`src/rtl/stma_pkg.sv`:
```
// Shared types, constants and command/status groups for the sparse triplet matrix adder.
`default_nettype none

package stma_pkg;

   localparam int CAPACITY  = 32;
   localparam int MAX_ORDER = 64;

   localparam int COORD_W = 6;
   localparam int ORDER_W = 7;
   localparam int VALUE_W = 32;
   localparam int IDX_W   = (CAPACITY > 1) ? $clog2(CAPACITY) : 1;
   localparam int CNT_W   = $clog2(CAPACITY + 1);
   localparam int KEY_W   = 2 * COORD_W + IDX_W;

   localparam logic [1:0] ACT_FIRST  = 2'd0;
   localparam logic [1:0] ACT_SECOND = 2'd1;
   localparam logic [1:0] ACT_EMIT   = 2'd2;

   localparam logic [1:0] KIND_ACK   = 2'd0;
   localparam logic [1:0] KIND_HDR   = 2'd1;
   localparam logic [1:0] KIND_ENTRY = 2'd2;

   typedef struct packed {
      logic [1:0]                action;
      logic [COORD_W-1:0]        row_index;
      logic [COORD_W-1:0]        col_index;
      logic signed [VALUE_W-1:0] elem_value;
   } req_payload_type;

   typedef struct packed {
      logic [1:0]                kind;
      logic [ORDER_W-1:0]        out_row;
      logic [ORDER_W-1:0]        out_col;
      logic signed [VALUE_W-1:0] out_value;
      logic                      table_full;
      logic                      last;
   } rsp_payload_type;

   typedef struct packed {
      logic [COORD_W-1:0]        row;
      logic [COORD_W-1:0]        col;
      logic signed [VALUE_W-1:0] value;
   } entry_type;

   typedef enum logic [3:0] {
      ST_IDLE,
      ST_DECODE,
      ST_SEARCH,
      ST_APPEND,
      ST_ACK,
      ST_EMIT_HDR,
      ST_EMIT_START,
      ST_EMIT_SCAN,
      ST_EMIT_OUT
   } state_type;

   typedef struct packed {
      logic capture;
      logic scan_start;
      logic scan_step;
      logic hit_write;
      logic append;
      logic out_ack;
      logic out_hdr;
      logic out_entry;
      logic emit_init;
      logic emit_next;
      logic clear_count;
   } cmd_type;

   typedef struct packed {
      logic is_first;
      logic is_second;
      logic is_emit;
      logic hit;
      logic scan_end;
      logic count_zero;
      logic emit_last;
      logic out_free;
   } status_type;

endpackage

`default_nettype wire

```
`src/rtl/stma_ctrl.sv`:
```
// Controller state machine sequencing search, append, acknowledge and sorted emit.
`default_nettype none

module stma_ctrl import stma_pkg::*; (
   input  logic       clock,
   input  logic       reset,
   input  logic       req_valid,
   output logic       req_ready,
   input  status_type status,
   output cmd_type    cmd
);

   state_type state_ff, state_in;

   always_ff @(posedge clock) begin
      if (reset) begin
         state_ff <= ST_IDLE;
      end else begin
         state_ff <= state_in;
      end
   end

   always_comb begin
      state_in = state_ff;
      unique case (state_ff)
         ST_IDLE: begin
            if (req_valid) state_in = ST_DECODE;
         end
         ST_DECODE: begin
            priority if (status.is_emit) state_in = ST_EMIT_HDR;
            else if (status.is_first)    state_in = ST_APPEND;
            else if (status.is_second)   state_in = ST_SEARCH;
            else                         state_in = ST_ACK;
         end
         ST_SEARCH: begin
            priority if (status.hit)    state_in = ST_ACK;
            else if (status.scan_end)   state_in = ST_APPEND;
            else                        state_in = ST_SEARCH;
         end
         ST_APPEND: state_in = ST_ACK;
         ST_ACK: begin
            if (status.out_free) state_in = ST_IDLE;
         end
         ST_EMIT_HDR: begin
            if (status.out_free) begin
               state_in = status.count_zero ? ST_IDLE : ST_EMIT_START;
            end
         end
         ST_EMIT_START: state_in = ST_EMIT_SCAN;
         ST_EMIT_SCAN: begin
            if (status.scan_end) state_in = ST_EMIT_OUT;
         end
         ST_EMIT_OUT: begin
            if (status.out_free) begin
               state_in = status.emit_last ? ST_IDLE : ST_EMIT_START;
            end
         end
         default: state_in = ST_IDLE;
      endcase
   end

   always_comb begin
      cmd       = '0;
      req_ready = 1'b0;
      unique case (state_ff)
         ST_IDLE: begin
            req_ready   = 1'b1;
            cmd.capture = req_valid;
         end
         ST_DECODE: begin
            cmd.scan_start = status.is_second && !status.is_emit && !status.is_first;
         end
         ST_SEARCH: begin
            cmd.scan_step = 1'b1;
            cmd.hit_write = status.hit;
         end
         ST_APPEND: cmd.append = 1'b1;
         ST_ACK:    cmd.out_ack = status.out_free;
         ST_EMIT_HDR: begin
            cmd.out_hdr   = status.out_free;
            cmd.emit_init = status.out_free;
         end
         ST_EMIT_START: cmd.scan_start = 1'b1;
         ST_EMIT_SCAN:  cmd.scan_step  = 1'b1;
         ST_EMIT_OUT: begin
            cmd.out_entry   = status.out_free;
            cmd.emit_next   = status.out_free;
            cmd.clear_count = status.out_free && status.emit_last;
         end
         default: cmd = '0;
      endcase
   end

endmodule

`default_nettype wire

```
`src/rtl/stma_dp.sv`:
```
// Datapath: entry memory, scan pipeline, sort selection, count and result register.
`default_nettype none

module stma_dp import stma_pkg::*; (
   input  logic               clock,
   input  logic               reset,
   input  logic               csr_wr_en,
   input  logic [ORDER_W-1:0] csr_wr_data,
   input  req_payload_type    req_data,
   output rsp_payload_type    rsp_data,
   output logic               rsp_valid,
   input  logic               rsp_ready,
   input  cmd_type            cmd,
   output status_type         status
);

   entry_type entry_mem_ff [CAPACITY];

   req_payload_type           item_ff, item_in;
   logic                      full_ff, full_in;
   logic [CNT_W-1:0]          count_ff, count_in;
   logic [ORDER_W-1:0]        order_ff, order_in;
   logic [CNT_W-1:0]          scan_idx_ff, scan_idx_in;
   logic                      rd_valid_ff, rd_valid_in;
   logic [IDX_W-1:0]          rd_idx_ff;
   entry_type                 rd_entry_ff;
   logic [KEY_W-1:0]          prev_key_ff, prev_key_in;
   logic                      prev_valid_ff, prev_valid_in;
   logic [KEY_W-1:0]          best_key_ff, best_key_in;
   logic signed [VALUE_W-1:0] best_value_ff, best_value_in;
   logic                      best_valid_ff, best_valid_in;
   logic [CNT_W-1:0]          emit_cnt_ff, emit_cnt_in;
   logic                      rsp_valid_ff, rsp_valid_in;
   rsp_payload_type           rsp_data_ff, rsp_data_in;

   logic [KEY_W-1:0]   rd_key;
   logic               hit;
   logic               scan_more;
   logic               room;
   logic               emit_last;
   logic               out_free;
   logic               candidate;
   logic [ORDER_W-1:0] order_sat;
   logic               wr_en;
   logic [IDX_W-1:0]   wr_addr;
   entry_type          wr_data;
   logic [IDX_W-1:0]   rd_addr;
   logic               rd_issue;

   assign rd_key    = {rd_entry_ff.row, rd_entry_ff.col, rd_idx_ff};
   assign hit       = rd_valid_ff && (rd_entry_ff.row == item_ff.row_index)
                      && (rd_entry_ff.col == item_ff.col_index);
   assign scan_more = scan_idx_ff < count_ff;
   assign room      = count_ff < CNT_W'(CAPACITY);
   assign emit_last = (emit_cnt_ff + CNT_W'(1)) == count_ff;
   assign out_free  = !rsp_valid_ff || rsp_ready;
   assign candidate = rd_valid_ff && (!prev_valid_ff || (rd_key > prev_key_ff))
                      && (!best_valid_ff || (rd_key < best_key_ff));
   assign rd_addr   = scan_idx_ff[IDX_W-1:0];
   assign rd_issue  = cmd.scan_step && scan_more;

   always_comb begin
      if (order_ff == '0) begin
         order_sat = ORDER_W'(1);
      end else if (32'(order_ff) > MAX_ORDER) begin
         order_sat = ORDER_W'(MAX_ORDER);
      end else begin
         order_sat = order_ff;
      end
   end

   always_comb begin
      wr_en = (cmd.append && room) || cmd.hit_write;
      if (cmd.hit_write) begin
         wr_addr       = rd_idx_ff;
         wr_data.row   = rd_entry_ff.row;
         wr_data.col   = rd_entry_ff.col;
         wr_data.value = rd_entry_ff.value + item_ff.elem_value;
      end else begin
         wr_addr       = count_ff[IDX_W-1:0];
         wr_data.row   = item_ff.row_index;
         wr_data.col   = item_ff.col_index;
         wr_data.value = item_ff.elem_value;
      end
   end

   always_ff @(posedge clock) begin
      if (wr_en) begin
         entry_mem_ff[wr_addr] <= wr_data;
      end
      if (rd_issue) begin
         rd_entry_ff <= entry_mem_ff[rd_addr];
         rd_idx_ff   <= rd_addr;
      end
   end

   always_comb begin
      item_in       = cmd.capture ? req_data : item_ff;
      order_in      = csr_wr_en ? csr_wr_data : order_ff;

      full_in = full_ff;
      if (cmd.capture) begin
         full_in = 1'b0;
      end else if (cmd.append && !room) begin
         full_in = 1'b1;
      end

      count_in = count_ff;
      if (cmd.clear_count) begin
         count_in = '0;
      end else if (cmd.append && room) begin
         count_in = count_ff + CNT_W'(1);
      end

      scan_idx_in   = scan_idx_ff;
      rd_valid_in   = rd_valid_ff;
      best_key_in   = best_key_ff;
      best_value_in = best_value_ff;
      best_valid_in = best_valid_ff;
      if (cmd.scan_start) begin
         scan_idx_in   = '0;
         rd_valid_in   = 1'b0;
         best_valid_in = 1'b0;
      end else if (cmd.scan_step) begin
         rd_valid_in = scan_more;
         if (scan_more) scan_idx_in = scan_idx_ff + CNT_W'(1);
         if (candidate) begin
            best_key_in   = rd_key;
            best_value_in = rd_entry_ff.value;
            best_valid_in = 1'b1;
         end
      end

      prev_key_in   = prev_key_ff;
      prev_valid_in = prev_valid_ff;
      emit_cnt_in   = emit_cnt_ff;
      if (cmd.emit_init) begin
         prev_valid_in = 1'b0;
         emit_cnt_in   = '0;
      end else if (cmd.emit_next) begin
         prev_key_in   = best_key_ff;
         prev_valid_in = 1'b1;
         emit_cnt_in   = emit_cnt_ff + CNT_W'(1);
      end

      rsp_data_in  = rsp_data_ff;
      rsp_valid_in = rsp_valid_ff && !rsp_ready;
      unique if (cmd.out_ack) begin
         rsp_data_in            = '0;
         rsp_data_in.kind       = KIND_ACK;
         rsp_data_in.table_full = full_ff;
         rsp_data_in.last       = 1'b1;
         rsp_valid_in           = 1'b1;
      end else if (cmd.out_hdr) begin
         rsp_data_in.kind       = KIND_HDR;
         rsp_data_in.out_row    = order_sat;
         rsp_data_in.out_col    = order_sat;
         rsp_data_in.out_value  = VALUE_W'(count_ff);
         rsp_data_in.table_full = 1'b0;
         rsp_data_in.last       = (count_ff == '0);
         rsp_valid_in           = 1'b1;
      end else if (cmd.out_entry) begin
         rsp_data_in.kind       = KIND_ENTRY;
         rsp_data_in.out_row    = ORDER_W'(best_key_ff[KEY_W-1 -: COORD_W]);
         rsp_data_in.out_col    = ORDER_W'(best_key_ff[IDX_W +: COORD_W]);
         rsp_data_in.out_value  = best_value_ff;
         rsp_data_in.table_full = 1'b0;
         rsp_data_in.last       = emit_last;
         rsp_valid_in           = 1'b1;
      end else begin
         rsp_data_in = rsp_data_ff;
      end
   end

   always_ff @(posedge clock) begin
      if (reset) begin
         full_ff       <= 1'b0;
         count_ff      <= '0;
         order_ff      <= ORDER_W'(1);
         scan_idx_ff   <= '0;
         rd_valid_ff   <= 1'b0;
         prev_valid_ff <= 1'b0;
         best_valid_ff <= 1'b0;
         emit_cnt_ff   <= '0;
         rsp_valid_ff  <= 1'b0;
      end else begin
         full_ff       <= full_in;
         count_ff      <= count_in;
         order_ff      <= order_in;
         scan_idx_ff   <= scan_idx_in;
         rd_valid_ff   <= rd_valid_in;
         prev_valid_ff <= prev_valid_in;
         best_valid_ff <= best_valid_in;
         emit_cnt_ff   <= emit_cnt_in;
         rsp_valid_ff  <= rsp_valid_in;
      end
   end

   always_ff @(posedge clock) begin
      item_ff       <= item_in;
      prev_key_ff   <= prev_key_in;
      best_key_ff   <= best_key_in;
      best_value_ff <= best_value_in;
      rsp_data_ff   <= rsp_data_in;
   end

   assign rsp_data  = rsp_data_ff;
   assign rsp_valid = rsp_valid_ff;

   assign status.is_first   = (item_ff.action == ACT_FIRST) && (item_ff.elem_value != '0);
   assign status.is_second  = (item_ff.action == ACT_SECOND) && (item_ff.elem_value != '0);
   assign status.is_emit    = item_ff.action == ACT_EMIT;
   assign status.hit        = hit;
   assign status.scan_end   = !scan_more && !rd_valid_ff;
   assign status.count_zero = count_ff == '0;
   assign status.emit_last  = emit_last;
   assign status.out_free   = out_free;

   a_count_bound: assert property (@(posedge clock) disable iff (reset)
      count_ff <= CNT_W'(CAPACITY))
      else $error("entry count above capacity");

   a_append_grows: assert property (@(posedge clock) disable iff (reset)
      (cmd.append && room) |=> (count_ff == $past(count_ff) + CNT_W'(1)))
      else $error("append did not grow the table");

   a_load_when_free: assert property (@(posedge clock) disable iff (reset)
      (cmd.out_ack || cmd.out_hdr || cmd.out_entry) |-> out_free)
      else $error("result loaded over a pending transaction");

   a_entry_selected: assert property (@(posedge clock) disable iff (reset)
      cmd.out_entry |-> best_valid_ff)
      else $error("entry emitted without a selected candidate");

   a_hit_write_valid: assert property (@(posedge clock) disable iff (reset)
      cmd.hit_write |-> (rd_valid_ff && !cmd.append))
      else $error("sum written without a matching read");

endmodule

`default_nettype wire

```
`src/rtl/sparse_triplet_matrix_adder_top.sv`:
```
// Top level of the sparse triplet matrix adder: controller plus datapath.
//
// Usage: req_valid/req_ready carry one element or emit transaction (req_data);
// rsp_valid/rsp_ready return result transactions (rsp_data). csr_wr_en writes
// the matrix order from csr_wr_data in the same cycle; write it only while idle,
// which the block leaves to the user. Element transactions (action first/second)
// return one acknowledge. An emit returns a header (order, order, count) and
// then every entry in ascending row/column order, last set on the final result;
// the table is then empty. A first-matrix element passes through decode, append
// and acknowledge; a zero element or an unused action goes from decode straight
// to acknowledge. A second-matrix element scans the entry memory one entry per
// cycle through its registered read port until it hits or reaches the end. Emit
// sends the header, then runs a selection scan over the memory for each entry.
// The block takes a new transaction once the previous one is finished; a
// result held in the output register does not block the next request.
// Reset empties the table and sets the order to 1; entry memory contents are
// not cleared. When the receiver stalls, the result stays in the output
// register and the controller waits before loading the next one.
`default_nettype none

module sparse_triplet_matrix_adder_top import stma_pkg::*; (
   input  logic               clock,
   input  logic               reset,
   input  logic               req_valid,
   output logic               req_ready,
   input  req_payload_type    req_data,
   output logic               rsp_valid,
   input  logic               rsp_ready,
   output rsp_payload_type    rsp_data,
   input  logic               csr_wr_en,
   input  logic [ORDER_W-1:0] csr_wr_data
);

   cmd_type    cmd;
   status_type status;

   stma_ctrl u_ctrl (
      .clock     (clock),
      .reset     (reset),
      .req_valid (req_valid),
      .req_ready (req_ready),
      .status    (status),
      .cmd       (cmd)
   );

   stma_dp u_dp (
      .clock       (clock),
      .reset       (reset),
      .csr_wr_en   (csr_wr_en),
      .csr_wr_data (csr_wr_data),
      .req_data    (req_data),
      .rsp_data    (rsp_data),
      .rsp_valid   (rsp_valid),
      .rsp_ready   (rsp_ready),
      .cmd         (cmd),
      .status      (status)
   );

endmodule

`default_nettype wire

```
`config.mk`:
```
export PLATFORM = sky130hd
export DESIGN_NAME = sparse_triplet_matrix_adder_top
export DESIGN_NICKNAME = d
export VERILOG_FILES = /design/src/rtl/stma_pkg.sv /design/src/rtl/stma_ctrl.sv /design/src/rtl/stma_dp.sv /design/src/rtl/sparse_triplet_matrix_adder_top.sv
export SDC_FILE = /design/constraint.sdc
export NUM_CORES = 2
export LEC_CHECK = 0
export BUFFER_PORTS_ARGS = -buffer_cell sky130_fd_sc_hd__buf_4
export CAP_MARGIN = 15
export CORE_UTILIZATION = 40
export CTS_CLUSTER_DIAMETER = 30
export DETAILED_ROUTE_END_ITERATION = 8
export PLACE_DENSITY_LB_ADDON = 0.12
export SLEW_MARGIN = 20
export SYNTH_ARGS = -nofsm -noshare
export SYNTH_HDL_FRONTEND = slang
export SYNTH_HIERARCHICAL = 1
export SYNTH_SLANG_ARGS = --single-unit
```
`constraint.sdc`:
```
create_clock -name clock -period 5.75 [get_ports clock]
set_input_delay 1.15 -clock clock [delete_from_list [all_inputs] [get_ports clock]]
set_output_delay 1.15 -clock clock [all_outputs]
set_load 0.01 [all_outputs]
```
* Yosys cells after proc, flatten, opt, wreduce, memory -nomap -nowiden
Memory sizes are Yosys's and may differ from the RTL's. A register that Yosys moved wholly into a read port is not among the register bits.
Index checks and enable logic that the tools add are counted.
** Storage, ports and cells
- Memories :: 1
- Latch bits :: 0
- Memory bits (read-only) :: 0
- Flip-flop bits (word level) :: 201
- Logic and storage cells :: 136
- Input bits :: 58
- RAM bits :: 1408
- Output and inout port bits :: 52
** Memories
- u_dp.entry_mem_ff :: words 32, bits a word 44, read ports 1, clocked after memory_dff 1, wr ports 1, RTL line stma_dp.sv:17 : entry_type entry_mem_ff [CAPACITY];
** Operators by class
- Shift operators :: 0
- Bitwise operators :: 2
- $mul :: 0
- Reduce and logical (&&, ||, !) cells :: 45
- Muxes and demuxes :: 35
- Divide/modulo/power cells :: 0
- $add $sub $neg :: 4
- $lt $le $gt $ge :: 5
- Equal/unequal tests :: 18
** Operators with widths (number)
- $mux W49 :: 2
- $mux W44 :: 1
- $pmux W4 S9 :: 1
- $add A32 B32 Y32 :: 1
- $mux W4 :: 8
- $reduce_bool A32 Y1 :: 1
- $add A6 B1 Y6 const B :: 3
- $eq A6 B6 Y1 :: 3
- $gt A17 B17 Y1 :: 1
- $lt A17 B17 Y1 :: 1
- $eq A4 B3 Y1 const B :: 4
- $logic_and A1 B1 Y1 :: 14
- $mux W1 :: 14
- $mux W7 :: 2
- $reduce_or A2 Y1 :: 6
- $logic_not A1 Y1 :: 9
- $mux W3 :: 3
- $eq A4 B2 Y1 const B :: 2
- $gt A7 B7 Y1 const B :: 1
- $logic_not A7 Y1 :: 1
- $logic_not A6 Y1 :: 1
- $lt A6 B6 Y1 :: 1
- $lt A6 B6 Y1 const B :: 1
- $ne A2 B1 Y1 const B :: 3
- 17 further kinds :: 25

* Longest topological paths before layout
- Depth in word-level cells :: 7
- Gate-level depth with buffers :: 13
- Mapped depth without buffers :: 13

* Cells and area by module
Netlist, hierarchy kept.
** By module, submodules not included
- stma_dp :: area each 64867.2 um2, times used 1, cells an instance 3022, seq. area each 48706.7 um2
- stma_ctrl :: area each 462.9 um2, times used 1, cells an instance 67, seq. area each 80.1 um2

* Worst setup path before layout
OpenSTA, ideal clock, no wires.
- Kind :: register to register
- Start point :: register, netlist name u_dp/rd_entry_ff[34]
- End point :: memory u_dp/entry_mem_ff[0][0] (netlist bit) (enable)
- Stages on the path, launching flop included :: 13
- Arrival time :: 4.251 ns
- Library setup time :: 0.446 ns
- Path slack :: 1.054 ns
- Clock period less this slack :: 4.696 ns
- Buffers on the path :: 2
- Required time :: 5.304 ns
- Path through :: edfxtp_1 xor2_1 nor4_1 nand3_1 nor3_1 buf_4 nand2_1 nor3_1 inv_1 clkbuf_1 o31ai_1 nand2_1 nor2_1
** RTL lines (RTL line)
- end, declared :: stma_dp.sv:17

==> impl_metrics.json <==
{
  "layout-drive-gt1-share_pct": 36.1,
  "finalSetupViolations": 0,
  "r2r_setup_slack_ps": 940,
  "first_pass_iters": 5,
  "r2r_cells": 12,
  "synth_ff_type": "edfxtp_1",
  "synth_cell_types": 68,
  "power_mw": 36.5,
  "grt.overflow.total": 0,
  "yosysSeqAreaShare_pct": 74.7,
  "via_per_inst": 5.61,
  "skew_ps": 60.2,
  "grt_max_degree": 97,
  "clock_sink_count": 1652,
  "synthArstFlopShare_pct": 0,
  "dieArea_um2": 165000,
  "status": "finished clean",
  "hold_ws_ps": 430,
  "fmax_mhz": 208,
  "portBuffers": 109,
  "layoutNonFillerInstCount": 5962,
  "cts_resized": 0,
  "avgSynthCellArea_um2": 21.1,
  "critPathArrivalTime_ps": 5300,
  "netlist_area_um2": 65300,
  "die_x_um": 406,
  "rsz0062_at_grt": "no",
  "cts_tree": "yes",
  "synthCells": 3089,
  "synth_most_common_cell": "edfxtp_1",
  "synthTopCellsByCount": "edfxtp_1 (1570), mux4_2 (440), nor2_1 (149)",
  "ys_top_cells_by_area": "edfxtp_1 (72%), mux4_2 (15%), dfxtp_1 (2.5%)",
  "wl_per_cell_um": 30.1,
  "gp_congestion": 0.823,
  "finalCriticalPeriod_ps": 4810,
  "layout.nets": 3638,
  "clk_latency_ps": 920,
  "fillCellCount": 12700,
  "post_cts_buffers": 0,
  "p_per_area_nw_per_um2": 444,
  "clockBufferDepth": 4,
  "grt_pass1_wl_um": 257000,
  "yosysTopAreaCell": "edfxtp_1",
  "hold_path_class": "input pin to flop",
  "worstPathRequired_ps": 6240,
  "drt_iter0_markers": 3883,
  "hold_viol_final": 0,
  "fin_ws_ps": 937,
  "hpwlAfterDp_um": 107000,
  "drt-total-wl_um": 180000,
  "area_growth_pct": 25.9,
  "ir_drop_mv": 0.313,
  "grt_antenna_before_repair": 23,
  "core_area_um2": 161000,
  "period_share_pct": 83.7,
  "via_count": 33400,
  "io_pins": 110,
  "postCtsHoldBufs": 0,
  "grt_pass1_vias": 34900,
  "tightest_slew_ps": 1140,
  "crit_path_start_kind": "flop",
  "tns_ps": 0,
  "drc": 0,
  "max_slew_margin_pct": 24.3,
  "drtAntennaViolNets": 0,
  "end_kind": "flop",
  "path_max_fanout": 29,
  "clk_pin_slew_ps": 50,
  "timing.final.max_slew_violations": 0,
  "path_class": "flop to flop",
  "p_leak_nw": 26.7,
  "cts_made_buffers": 378,
  "dp.cells": 5286,
  "maxCapViolCount": 0,
  "htreeDepth": 5,
  "dp_slack_ps": 936,
  "ys_warn_count": 6,
  "start_util_pct": 40.5,
  "min_path_cells": 1,
  "synth.top_cell.area_share_pct": 72.2,
  "postSynthNetCount": 3221,
  "grt.total_usage_pct": 22.1,
  "ys_ff_latch": 1652,
  "fp.dieH_um": 406,
  "rows": 147,
  "clockRootBuffer": "clkbuf_16",
  "synth-edff-count": 1570
}
## cell type report
type,instances,area [um^2],share of cell area [%]
clock buffers,431,9810,11.9
multi-input cells,1228,15900,19.4
diodes,1,2.50,0.00304
well taps,2160,2700,3.29
clock inverters,244,2980,3.63
inverters,60,225,0.274
repair buffers,186,1750,2.12
flip-flops and latches,1652,48800,59.4
## final timing paths
kind                                        from                                   to
hold reg to reg    u_dp/best_key_ff[0]$_DFFE_PP_        u_dp/prev_key_ff[0]$_DFFE_PP_
hold / removal                      req_data[16]           u_dp/item_ff[16]$_DFFE_PP_
setup reg to reg  u_dp/rd_entry_ff[34]$_DFFE_PP_  u_dp/entry_mem_ff[28][29]$_DFFE_PP_
setup / recovery  u_dp/rd_entry_ff[34]$_DFFE_PP_  u_dp/entry_mem_ff[28][29]$_DFFE_PP_
## power by group
group	total, mW	switching, mW	internal, mW
logic	1.37	0.982	0.388
registers	13.8	0.111	13.6
clock network	21.4	6.57	14.8
total	36.5	7.66	28.9
## cells in the final DEF, fill, tap and decap left out, drive strengths merged, types with 7 or more instances in the layout
cell / instances
clkinvlp: 33
nor3: 14
mux2i: 43
o21bai: 8
clkbuf: 431
xnor2: 42
o211ai: 7
a21o: 27
dfxtp: 82
nor2b: 17
bufinv: 60
nand2: 48
a21oi: 65
nor4: 11
buf: 186
mux4: 440
nand4: 16
clkinv: 125
edfxtp: 1570
and2: 7
nor2: 149
xor2: 20
o21a: 9
nand2b: 7
inv: 86
or2: 12
ha: 73
o21ai: 31
a211oi: 21
mux2: 81
nand3: 15
## cells by family after synthesis
| logic type | count (synthesis) | synth area share [%] |
|---|---|---|
| adder cells (fa/ha/maj) | 74 | 1.43 |
| XOR/XNOR | 62 | 0.831 |
| flip-flops | 1652 | 74.7 |
| multiplexers | 564 | 17.2 |
| AO/OA/AOI/OAI | 217 | 2.24 |
| AND/OR/NAND/NOR | 311 | 2.20 |
| buffers and inverters | 209 | 1.40 |
## flip-flops by register name, summed over array words and instances (netlist names), 4 cells and up
signal	cells
u_dp/best_key_ff	17
u_dp/rd_entry_ff	44
u_dp/rsp_data	49
u_dp/emit_cnt_ff	6
u_dp/entry_mem_ff	1408
u_dp/order_ff	7
u_dp/best_value_ff	32
u_dp/count_ff	6
u_dp/prev_key_ff	17
u_dp/item_ff	46
u_dp/rd_idx_ff	5
u_ctrl/state_ff	4
u_dp/scan_idx_ff	6
## critical path, cell delays in order (launching register included)
cell,delay [ps]
edfxtp_1,470
xor2_1,190
nor4_1,400
nand3_1,120
nor3_1,380
nand2_1,120
nor3_2,120
buf_4,370
inv_1,370
nor2_1,260
a22oi_1,330
nor2_4,600
buf_4,600
## metrics by stage
stage | util (%) | instance area (um^2)
6_report | 51.0 | 82200
5_1_grt | 51.0 | 82200
4_1_cts | 51.0 | 82200
3_5_place_dp | 43.0 | 69400
3_3_place_gp | 43.0 | 69400
2_1_floorplan | - | 65300
## metal layers
layer | GRT usage (%) | vias to the layer above | wire (um)
li1 | - | 13800 | -
met1 | 32.4 | 18000 | 80400
met2 | 33.7 | 1313 | 82800
met5 | 0 | - | 0
met4 | 6.45 | 0 | 3850
met3 | 4.30 | 299 | 12600
(Power assumes the default switching activity.)
